==> config.mk <==
export PLATFORM = sky130hd
export DESIGN_NAME = cps_alu
export DESIGN_NICKNAME = d
export VERILOG_FILES = /design/src/cps_pkg.sv /design/src/cps_alu.sv
export SDC_FILE = /design/constraint.sdc
export NUM_CORES = 2
export LEC_CHECK = 0
export BUFFER_PORTS_ARGS = -buffer_cell sky130_fd_sc_hd__buf_2
export CORE_MARGIN = 3
export CORE_UTILIZATION = 26
export CTS_BUF_LIST = sky130_fd_sc_hd__clkbuf_4 sky130_fd_sc_hd__clkbuf_8
export CTS_CLUSTER_SIZE = 25
export DETAILED_ROUTE_END_ITERATION = 6
export SYNTH_ARGS = -nofsm -noshare
export SYNTH_HDL_FRONTEND = slang
export SYNTH_SLANG_ARGS = --single-unit
export TNS_END_PERCENT = 30
==> constraint.sdc <==
create_clock -name clk -period 7.05 [get_ports clk]
set_clock_uncertainty 0.2 [all_clocks]
set_input_delay 0.3525 -clock clk [delete_from_list [all_inputs] [get_ports clk]]
set_output_delay 0.3525 -clock clk [all_outputs]
set_load 0.05 [all_outputs]
==> src/cps_pkg.sv <==
package cps_pkg;

    typedef enum logic [1:0] {
        ST_IDLE,
        ST_ISSUE,
        ST_WAIT,
        ST_OUT
    } top_state_t;

    typedef enum logic [2:0] {
        OP_MUL,
        OP_DIV,
        OP_ADD,
        OP_SUB,
        OP_TRIG,
        OP_END
    } alu_op_t;

    typedef enum logic [4:0] {
        SRC_PM,
        SRC_HPL,
        SRC_TM,
        SRC_G,
        SRC_TS,
        SRC_K43,
        SRC_FORCE,
        SRC_POS,
        SRC_VEL,
        SRC_ANG,
        SRC_RATE,
        SRC_S,
        SRC_C,
        SRC_PML,
        SRC_T1,
        SRC_T2,
        SRC_TEMP,
        SRC_NUM,
        SRC_DEN,
        SRC_TACC,
        SRC_XACC
    } src_t;

    typedef enum logic [3:0] {
        DST_NONE,
        DST_PML,
        DST_T1,
        DST_T2,
        DST_TEMP,
        DST_DEN,
        DST_NUM,
        DST_TACC,
        DST_XACC,
        DST_POS,
        DST_VEL,
        DST_ANG,
        DST_RATE
    } dst_t;

    typedef struct packed {
        alu_op_t op;
        src_t    a;
        src_t    b;
        dst_t    dst;
    } uop_t;

    typedef enum logic [1:0] {
        AS_IDLE,
        AS_MUL,
        AS_DIV,
        AS_FIN
    } alu_state_t;

    typedef enum logic [2:0] {
        TS_IDLE,
        TS_MOD,
        TS_WRAP,
        TS_HALF,
        TS_ROT,
        TS_FIN
    } trig_state_t;

    // register indexes on the configuration port
    localparam logic [2:0] REG_FORCE = 3'd0;
    localparam logic [2:0] REG_TSTEP = 3'd1;
    localparam logic [2:0] REG_GRAV  = 3'd2;
    localparam logic [2:0] REG_PMASS = 3'd3;
    localparam logic [2:0] REG_TMASS = 3'd4;
    localparam logic [2:0] REG_HALFL = 3'd5;

    localparam logic signed [63:0] Q30_PI      = 64'sd3373259426;
    localparam logic signed [63:0] Q30_TWO_PI  = 64'sd6746518852;
    localparam logic signed [63:0] Q30_HALF_PI = 64'sd1686629713;
    localparam logic signed [63:0] Q30_GAIN    = 64'sd652032874;

    localparam logic [63:0] Q32_FOUR_THIRDS = 64'd5726623061;
    localparam logic [63:0] Q32_X_LIMIT     = 64'd10307921510;
    localparam logic [63:0] Q32_X_EDGE      = 64'd3435973837;
    localparam logic [63:0] Q32_V_EDGE      = 64'd2147483648;
    localparam logic [63:0] Q32_DEG12       = 64'd899531079;
    localparam logic [63:0] Q32_DEG6        = 64'd449765539;
    localparam logic [63:0] Q32_DEG1        = 64'd74960923;
    localparam logic [63:0] Q32_DEG50       = 64'd3748046161;

    localparam logic signed [31:0] SAT_MAX = 32'sh7FFF_FFFF;
    localparam logic signed [31:0] SAT_MIN = 32'sh8000_0000;

    function automatic logic signed [31:0] sat32(input logic signed [63:0] v);
        logic signed [31:0] r;
        if (v > 64'sh0000_0000_7FFF_FFFF) begin
            r = SAT_MAX;
        end
        else if (v < -64'sh0000_0000_8000_0000) begin
            r = SAT_MIN;
        end
        else begin
            r = v[31:0];
        end
        return r;
    endfunction

    function automatic logic [31:0] atan_q30(input logic [4:0] i);
        logic [31:0] r;
        case (i)
            5'd0:  r = 32'd843314856;
            5'd1:  r = 32'd497837829;
            5'd2:  r = 32'd263043836;
            5'd3:  r = 32'd133525158;
            5'd4:  r = 32'd67021686;
            5'd5:  r = 32'd33543515;
            5'd6:  r = 32'd16775850;
            5'd7:  r = 32'd8388437;
            5'd8:  r = 32'd4194282;
            5'd9:  r = 32'd2097149;
            5'd10: r = 32'd1048575;
            5'd11: r = 32'd524287;
            5'd12: r = 32'd262143;
            5'd13: r = 32'd131071;
            5'd14: r = 32'd65535;
            5'd15: r = 32'd32767;
            5'd16: r = 32'd16383;
            5'd17: r = 32'd8191;
            5'd18: r = 32'd4095;
            5'd19: r = 32'd2047;
            5'd20: r = 32'd1023;
            5'd21: r = 32'd511;
            5'd22: r = 32'd255;
            5'd23: r = 32'd127;
            5'd24: r = 32'd63;
            5'd25: r = 32'd31;
            5'd26: r = 32'd15;
            5'd27: r = 32'd8;
            5'd28: r = 32'd4;
            5'd29: r = 32'd2;
            5'd30: r = 32'd1;
            default: r = 32'd0;
        endcase
        return r;
    endfunction

    // step program: trig first, then the dynamics, then the Euler update
    function automatic uop_t uop_at(input logic [4:0] pc);
        uop_t u;
        unique case (pc)
            5'd0:  u = '{OP_TRIG, SRC_ANG,   SRC_ANG,  DST_NONE};
            5'd1:  u = '{OP_MUL,  SRC_PM,    SRC_HPL,  DST_PML};
            5'd2:  u = '{OP_MUL,  SRC_RATE,  SRC_RATE, DST_T1};
            5'd3:  u = '{OP_MUL,  SRC_PML,   SRC_T1,   DST_T1};
            5'd4:  u = '{OP_MUL,  SRC_T1,    SRC_S,    DST_T1};
            5'd5:  u = '{OP_ADD,  SRC_FORCE, SRC_T1,   DST_T1};
            5'd6:  u = '{OP_DIV,  SRC_T1,    SRC_TM,   DST_TEMP};
            5'd7:  u = '{OP_MUL,  SRC_C,     SRC_C,    DST_T1};
            5'd8:  u = '{OP_MUL,  SRC_PM,    SRC_T1,   DST_T1};
            5'd9:  u = '{OP_DIV,  SRC_T1,    SRC_TM,   DST_T1};
            5'd10: u = '{OP_SUB,  SRC_K43,   SRC_T1,   DST_T1};
            5'd11: u = '{OP_MUL,  SRC_HPL,   SRC_T1,   DST_DEN};
            5'd12: u = '{OP_MUL,  SRC_G,     SRC_S,    DST_T1};
            5'd13: u = '{OP_MUL,  SRC_C,     SRC_TEMP, DST_T2};
            5'd14: u = '{OP_SUB,  SRC_T1,    SRC_T2,   DST_NUM};
            5'd15: u = '{OP_DIV,  SRC_NUM,   SRC_DEN,  DST_TACC};
            5'd16: u = '{OP_MUL,  SRC_PML,   SRC_TACC, DST_T1};
            5'd17: u = '{OP_MUL,  SRC_T1,    SRC_C,    DST_T1};
            5'd18: u = '{OP_DIV,  SRC_T1,    SRC_TM,   DST_T1};
            5'd19: u = '{OP_SUB,  SRC_TEMP,  SRC_T1,   DST_XACC};
            5'd20: u = '{OP_MUL,  SRC_TS,    SRC_VEL,  DST_T1};
            5'd21: u = '{OP_ADD,  SRC_POS,   SRC_T1,   DST_POS};
            5'd22: u = '{OP_MUL,  SRC_TS,    SRC_XACC, DST_T1};
            5'd23: u = '{OP_ADD,  SRC_VEL,   SRC_T1,   DST_VEL};
            5'd24: u = '{OP_MUL,  SRC_TS,    SRC_RATE, DST_T1};
            5'd25: u = '{OP_ADD,  SRC_ANG,   SRC_T1,   DST_ANG};
            5'd26: u = '{OP_MUL,  SRC_TS,    SRC_TACC, DST_T1};
            5'd27: u = '{OP_ADD,  SRC_RATE,  SRC_T1,   DST_RATE};
            default: u = '{OP_END, SRC_POS,  SRC_POS,  DST_NONE};
        endcase
        return u;
    endfunction

endpackage

==> src/cps_alu.sv <==
module cps_alu #(
    parameter int FRAC_BITS = 24
) (
    input  logic                 clk,
    input  logic                 rst_n,
    input  logic                 start,
    input  cps_pkg::alu_op_t     op,
    input  logic signed [31:0]   a,
    input  logic signed [31:0]   b,
    output logic                 done,
    output logic signed [31:0]   res
);
    import cps_pkg::*;

    alu_state_t state_reg, state_next;
    logic done_reg;
    logic signed [31:0] res_reg;
    logic signed [63:0] prod_reg;
    logic neg_reg;
    logic [31:0] dvs_reg, rem_reg, lo_reg, quo_reg;
    logic [5:0] cnt_reg;

    logic [31:0] mag_a, mag_b;
    logic [63:0] num_w;
    logic [32:0] rem_sh;
    logic ge;
    logic div_short;
    logic signed [63:0] rnd;
    logic signed [31:0] div_quick, div_fin;

    always_comb
    begin
        mag_a = a[31] ? 32'(-a) : 32'(a);
        mag_b = b[31] ? 32'(-b) : 32'(b);
        num_w = {32'd0, mag_a} << FRAC_BITS;
        div_short = (b == 32'sd0) || (num_w[63:32] >= mag_b);
        rem_sh = {rem_reg, lo_reg[31]};
        ge = rem_sh >= {1'b0, dvs_reg};
        rnd = (prod_reg + (64'sd1 <<< (FRAC_BITS - 1))) >>> FRAC_BITS;
        // divisor zero or quotient past 32 bits: saturate by sign
        if (b == 32'sd0) begin
            div_quick = (a > 32'sd0) ? SAT_MAX : ((a < 32'sd0) ? SAT_MIN : 32'sd0);
        end
        else begin
            div_quick = (a[31] ^ b[31]) ? SAT_MIN : SAT_MAX;
        end
        if (neg_reg) begin
            div_fin = (quo_reg > 32'h8000_0000) ? SAT_MIN : 32'(-quo_reg);
        end
        else begin
            div_fin = (quo_reg > 32'h7FFF_FFFF) ? SAT_MAX : 32'(quo_reg);
        end
    end

    always_comb
    begin
        state_next = state_reg;
        unique case (state_reg)
            AS_IDLE:
            begin
                if (start && op == OP_MUL) begin
                    state_next = AS_MUL;
                end
                else if (start && op == OP_DIV && !div_short) begin
                    state_next = AS_DIV;
                end
            end
            AS_MUL:  state_next = AS_IDLE;
            AS_DIV:  state_next = (cnt_reg == 6'd1) ? AS_FIN : AS_DIV;
            AS_FIN:  state_next = AS_IDLE;
            default: state_next = AS_IDLE;
        endcase
    end

    always_ff @(posedge clk or negedge rst_n)
    begin
        if (!rst_n) begin
            state_reg <= AS_IDLE;
            done_reg  <= 1'b0;
        end
        else begin
            state_reg <= state_next;
            done_reg  <= 1'b0;
            unique case (state_reg)
                AS_IDLE:
                begin
                    if (start) begin
                        done_reg <= !(op == OP_MUL || (op == OP_DIV && !div_short));
                    end
                end
                AS_MUL:  done_reg <= 1'b1;
                AS_DIV:  done_reg <= 1'b0;
                AS_FIN:  done_reg <= 1'b1;
                default: done_reg <= 1'b0;
            endcase
        end
    end

    always_ff @(posedge clk)
    begin
        unique case (state_reg)
            AS_IDLE:
            begin
                if (start) begin
                    case (op)
                        OP_MUL: prod_reg <= a * b;
                        OP_ADD: res_reg <= sat32(64'(a) + 64'(b));
                        OP_SUB: res_reg <= sat32(64'(a) - 64'(b));
                        OP_DIV:
                        begin
                            res_reg <= div_quick;
                            neg_reg <= a[31] ^ b[31];
                            dvs_reg <= mag_b;
                            rem_reg <= num_w[63:32];
                            lo_reg  <= num_w[31:0];
                            quo_reg <= 32'd0;
                            cnt_reg <= 6'd32;
                        end
                        default: res_reg <= res_reg;
                    endcase
                end
            end
            AS_MUL: res_reg <= sat32(rnd);
            AS_DIV:
            begin
                rem_reg <= ge ? 32'(rem_sh - {1'b0, dvs_reg}) : rem_sh[31:0];
                quo_reg <= {quo_reg[30:0], ge};
                lo_reg  <= {lo_reg[30:0], 1'b0};
                cnt_reg <= cnt_reg - 6'd1;
            end
            AS_FIN: res_reg <= div_fin;
            default: res_reg <= res_reg;
        endcase
    end

    assign done = done_reg;
    assign res  = res_reg;

endmodule

Word level (Yosys, flattened, before mapping) --
Cells that the tools add are included.
Storage, ports and cells: bits in registers 234, bits of input ports 70, word-level logic and storage cells 98
Operators by class: add/sub/neg operators 8, $mul 1, $lt $le $gt $ge 12, eq/ne operators 11, multiplexer cells 37, bitwise gates (word level) 1, reduce and logical (&&, ||, !) cells 18
Operators with widths (number):
- $mux W32 | 23
- $pmux W32 S2 | 3
- $pmux W32 S3 | 2
- $neg A32 Y32 | 3
- $gt A33 B32 Y1 const B | 2
- $lt A33 B32 Y1 const B | 2
- $add A64 B25 Y64 const B | 1
- $mul A32 B32 Y64 | 1
- $gt A40 B32 Y1 const B | 1
- $lt A40 B32 Y1 const B | 1
- $add A32 B32 Y33 | 1
- $ge A33 B32 Y1 | 1
- $sub A32 B32 Y33 | 1
- $ge A24 B32 Y1 | 1
- $gt A32 B1 Y1 const B | 1
- $gt A32 B31 Y1 const B | 1
- $gt A32 B32 Y1 const B | 1
- $logic_not A32 Y1 | 1
- $lt A32 B1 Y1 const B | 1
- $sub A32 B32 Y32 | 1
- $mux W6 | 2
- $pmux W6 S2 | 1
- $reduce_and A3 Y1 | 4
- $eq A3 B2 Y1 const B | 2
- 21 further kinds | 30

Longest topological paths before layout --
depth in word-level cells 10, gate-level depth with buffers 30, depth with buffers taken out 28

Least setup slack after synthesis --
Ideal clock, no wire load.
kind input to register, start input a[31], end register prod_reg[62], data pin, arrival time 8166 ps, required time 6592 ps, path slack -1573 ps, stages on the path 28, cells stage by stage clkbuf_1 clkbuf_1 clkbuf_1 nand2_1 inv_1 fa_1 inv_1 fa_1 inv_1 fa_1 fa_1 inv_1 fa_1 inv_1 fa_1 inv_1 fa_1 inv_1 fa_1 ha_1 inv_1 nor3_1 nand2b_1 o21ai_0 a41oi_1 o311ai_0 a21oi_1 xnor2_1
On the way: word-level cells in the longest chain between the ends 1
Ends and longest elaborated chain:
- start: declaration | line cps_alu.sv:8 | input logic signed [31:0] a,
- $mul A32 B32 Y64 | line cps_alu.sv:106 | OP_MUL: prod_reg <= a * b;
- end signal: assignment | line cps_alu.sv:106
- end: declaration | line cps_alu.sv:18 | logic signed [63:0] prod_reg;
No other way between the ends. A chain may end at the register's enable or synchronous reset.

Worst setup path in the final report --
start input a[31], end register prod_reg[60], data pin
The elaborated chain is that of the path after synthesis.

==> impl_results.md <==
- Core ar.: 198000 um2
- Die Span X: 453 um
- Post-synth cell types: 91
- Status: complete, but fails checks
- Hold crit path type: input pin to flop
- Nets: 7623
- Max Clock Freq: 0.139 GHz
- Root Buffer: clkbuf_8
- Worst R2R Path Depth: 10
- Avg WL per Cell: 20.6 um
- Boundary Pins: 103
- Failing checks: setup timing
- Mapped Area: 52000 um2
- Post-synthesis compound-gate area fraction: 9.19%
- Hold path start: op[0]
- Setup WS post-layout: -127 ps
- Total clock sinks: 187
- Worst setup SP type: input pin
- Crit path time final: 7180 ps
- Drt total wl: 182 mm
- Unrepaired setup endpoints after global routing: true
- DP Wirelength: 153 mm
- Crit. End Element: flop
- Post-Synthesis Cells: 5724
- Total CTS buffers: 17
- Final GP Congestion: 0.978
- WHS Endpoint: done$_DFF_PN0_
- Reg2Reg Setup Slack: 2360 ps
- CTS max path bufs: 2
- # DRC: 0
- Register area share after synthesis: 10.8%
- Post-Synth Adder-Cell Area: 49.2%
- Worst R2R End: res[12]$_DFFE_PP_
- Worst EP required: 7140 ps
- Commonest cells post-synth: 1205 x inv_1, 1084 x fa_1, 616 x nand2_1
- Worst R2R Start: prod_reg[29]$_DFFE_PP_
- Yosys warnings: 0
- Maxcap violations: 0
- Clock-pin transition on the worst setup and hold timing paths: 110 ps
- Rel. slew slack: 26.5%
- Initial Util: 26.2%
- Core Util, Final: 31.5%
- Post-synth EDFFs: 184
- Count leader, synth: inv_1
- Syn_area_per_cell: 9.08 um2
- Synthesized flop and latch total: 187
- Primary FF master, synth: edfxtp_1
- First DRT Iteration DRCs: 2921
- Row cnt: 163
- Final Hold Vio Count: 0
- Simple-gate portion of the synthesized area: 16.6%
- Yosys top cell area share: 41.8%
- Layout filler cell count: 20381
- Drt first pass iters: 6
- Via density per instance: 4.75
- Largest family of logic cells by synthesized area: adder cells
- Initial antenna violation count: 9
- Vias: 41892
- Top post-synthesis cells by area: fa_1 42%, edfxtp_1 11%, inv_1 8.7%
- Skew-Pair Late Insertion Delay: 550 ps
- Antenna Nets Post-Route: 0
- Final slew viol count: 0
- Largest net degree at the start of global routing: 71
- Max reg flops: 41
- Share of post-route cells with drive strength above 1: 17.0%
- Total grt overflow: 0
- Tcrit/Tclk final: 102%
- Hold Crit Depth: 4
- Die H: 453 um
- Total GRT Usage: 17.5%
- Crit Path Class: input pin to flop
- WP data arrival: 7260 ps
- CTS tree: yes
- Slew @ Worst Pin: 1100 ps
- Area growth, synth to finish: 20.2%
- Syn nets: 7185
- Final setup fails: 12
- Synth async-reset ratio: 1.60%
- Die area: 205000 um2
- First-pass GRT wire length: 275 mm
- Vias in the first global route: 44431
- H-tree depth: 4
- Mux cell area share after synthesis: 0.169%
- Critical Path Fanout Max: 8
- Post-Synth XOR/XNOR Area: 2.97%
- Yosys top cell by area: fa_1
- IO buf count: 102
cell families (layout without fill, tap and decap cells):
logic type | count (synthesis) | count (layout)
buffers and inverters | 1526 | 1977
adder cells (fa/ha/maj) | 1393 | 1393
flip-flops | 187 | 187
AO/OA/AOI/OAI | 704 | 704
multiplexers | 8 | 8
other | 0 | 9
AND/OR/NAND/NOR | 1730 | 1730
XOR/XNOR | 176 | 176
repair_timing:
action                                 CTS  global route
hold buffers                             3             0
cloned                                   3             7
setup endpoints to repair               40            34
gates resized for setup                235           311
endpoints found under the hold margin    4             0
buffers inserted                        29            33
pin swaps                               88           206
how the worst max path moves through the flow:
stage	end	depth (start not counted)	from
floorplan	prod_reg[62]$_DFFE_PP_	26	a[31]
detailed placement	prod_reg[40]$_DFFE_PP_	30	b[8]
global route	prod_reg[62]$_DFFE_PP_	30	a[31]
finish	prod_reg[60]$_DFFE_PP_	25	a[31]
CTS	prod_reg[62]$_DFFE_PP_	26	a[13]
global placement	prod_reg[62]$_DFFE_PP_	24	a[31]
routing by layer:
layer  vias to the layer above  wire, um  global-route usage [%]
met1                     21602     71800                    21.6
met4                         2     10700                    8.40
li1                      18655         -                       -
met2                      1317     90500                    30.8
met5                         -        13                       0
met3                       316      8620                    1.54
metrics by stage:
step | cells | setup TNS [ps] | cell area, um2 | setup WS, ps | hold slack (ps)
floorplan | 5724 | -12900 | 52100 | -692 | -143
global placement | 8712 | -42890 | 59200 | -1450 | -46.6
detailed placement | 8712 | -45260 | 59200 | -1460 | -47.5
CTS | 8777 | -1390 | 60900 | -158 | 67.1
global route | 8821 | -3540 | 62500 | -238 | 107
finish | 8824 | -639 | 62500 | -127 | 111
worst max-delay path: stages:
cell and delay, ps:
buf_16 130, buf_16 160, nand2_4 90, inv_2 40, fa_1 550, inv_2 70
fa_1 470, inv_2 110, fa_2 470, fa_2 650, buf_6 130, fa_1 450
fa_1 590, fa_1 460, fa_1 610, ha_4 230, a2111o_1 370, a31o_2 230
a22oi_2 200, o21ai_4 110, a41oi_4 290, buf_6 160, o21ai_4 50, a21oi_2 140
xnor2_1 80
placed cells by master (no fill, tap or decap), types with 15 or more instances in the layout:
master,synthesis,final
nor4_1,27,24
nand3_1,75,73
buf_12,0,55
nor2_1,239,229
a21o_1,49,49
and2_1,490,466
nor2b_1,27,25
o22a_1,15,15
edfxtp_1,184,184
buf_8,0,25
nand2b_1,42,41
o32ai_1,16,16
o22ai_1,15,15
or3_1,28,28
a21oi_2,0,15
fa_1,1084,1035
inv_1,1205,1156
clkbuf_8,0,17
o221ai_1,17,17
ha_1,307,269
buf_2,11,51
a31oi_1,47,42
xnor2_1,123,121
o21a_1,20,20
a211oi_1,19,15
o21ai_0,136,121
inv_2,0,46
ha_4,0,31
a21oi_1,171,152
nand2_1,616,601
xor2_1,53,52
buf_4,1,517
nor3_1,64,57
and2_4,0,24
nand4_1,37,37
fa_2,0,49
o31ai_1,30,29
buf_6,5,71
o211ai_1,16,16
and3_1,30,29
final cells by class:
| cell class | count | area (um2) | area share, % |
|---|---|---|---|
| flip-flops and latches | 187 | 5600 | 8.97 |
| well taps | 2640 | 3300 | 5.29 |
| diodes | 9 | 22.5 | 0.0361 |
| clock inverters | 15 | 205 | 0.328 |
| repair buffers | 735 | 6750 | 10.8 |
| clock buffers | 17 | 234 | 0.375 |
| multi-input cells | 4011 | 41800 | 66.9 |
| repair inverters | 1 | 8.76 | 0.0140 |
| inverters | 1209 | 4560 | 7.31 |
Power is left out: the tool's default activity adds up to more than one toggle a clock period on the data nets, which glitch-free logic cannot reach.
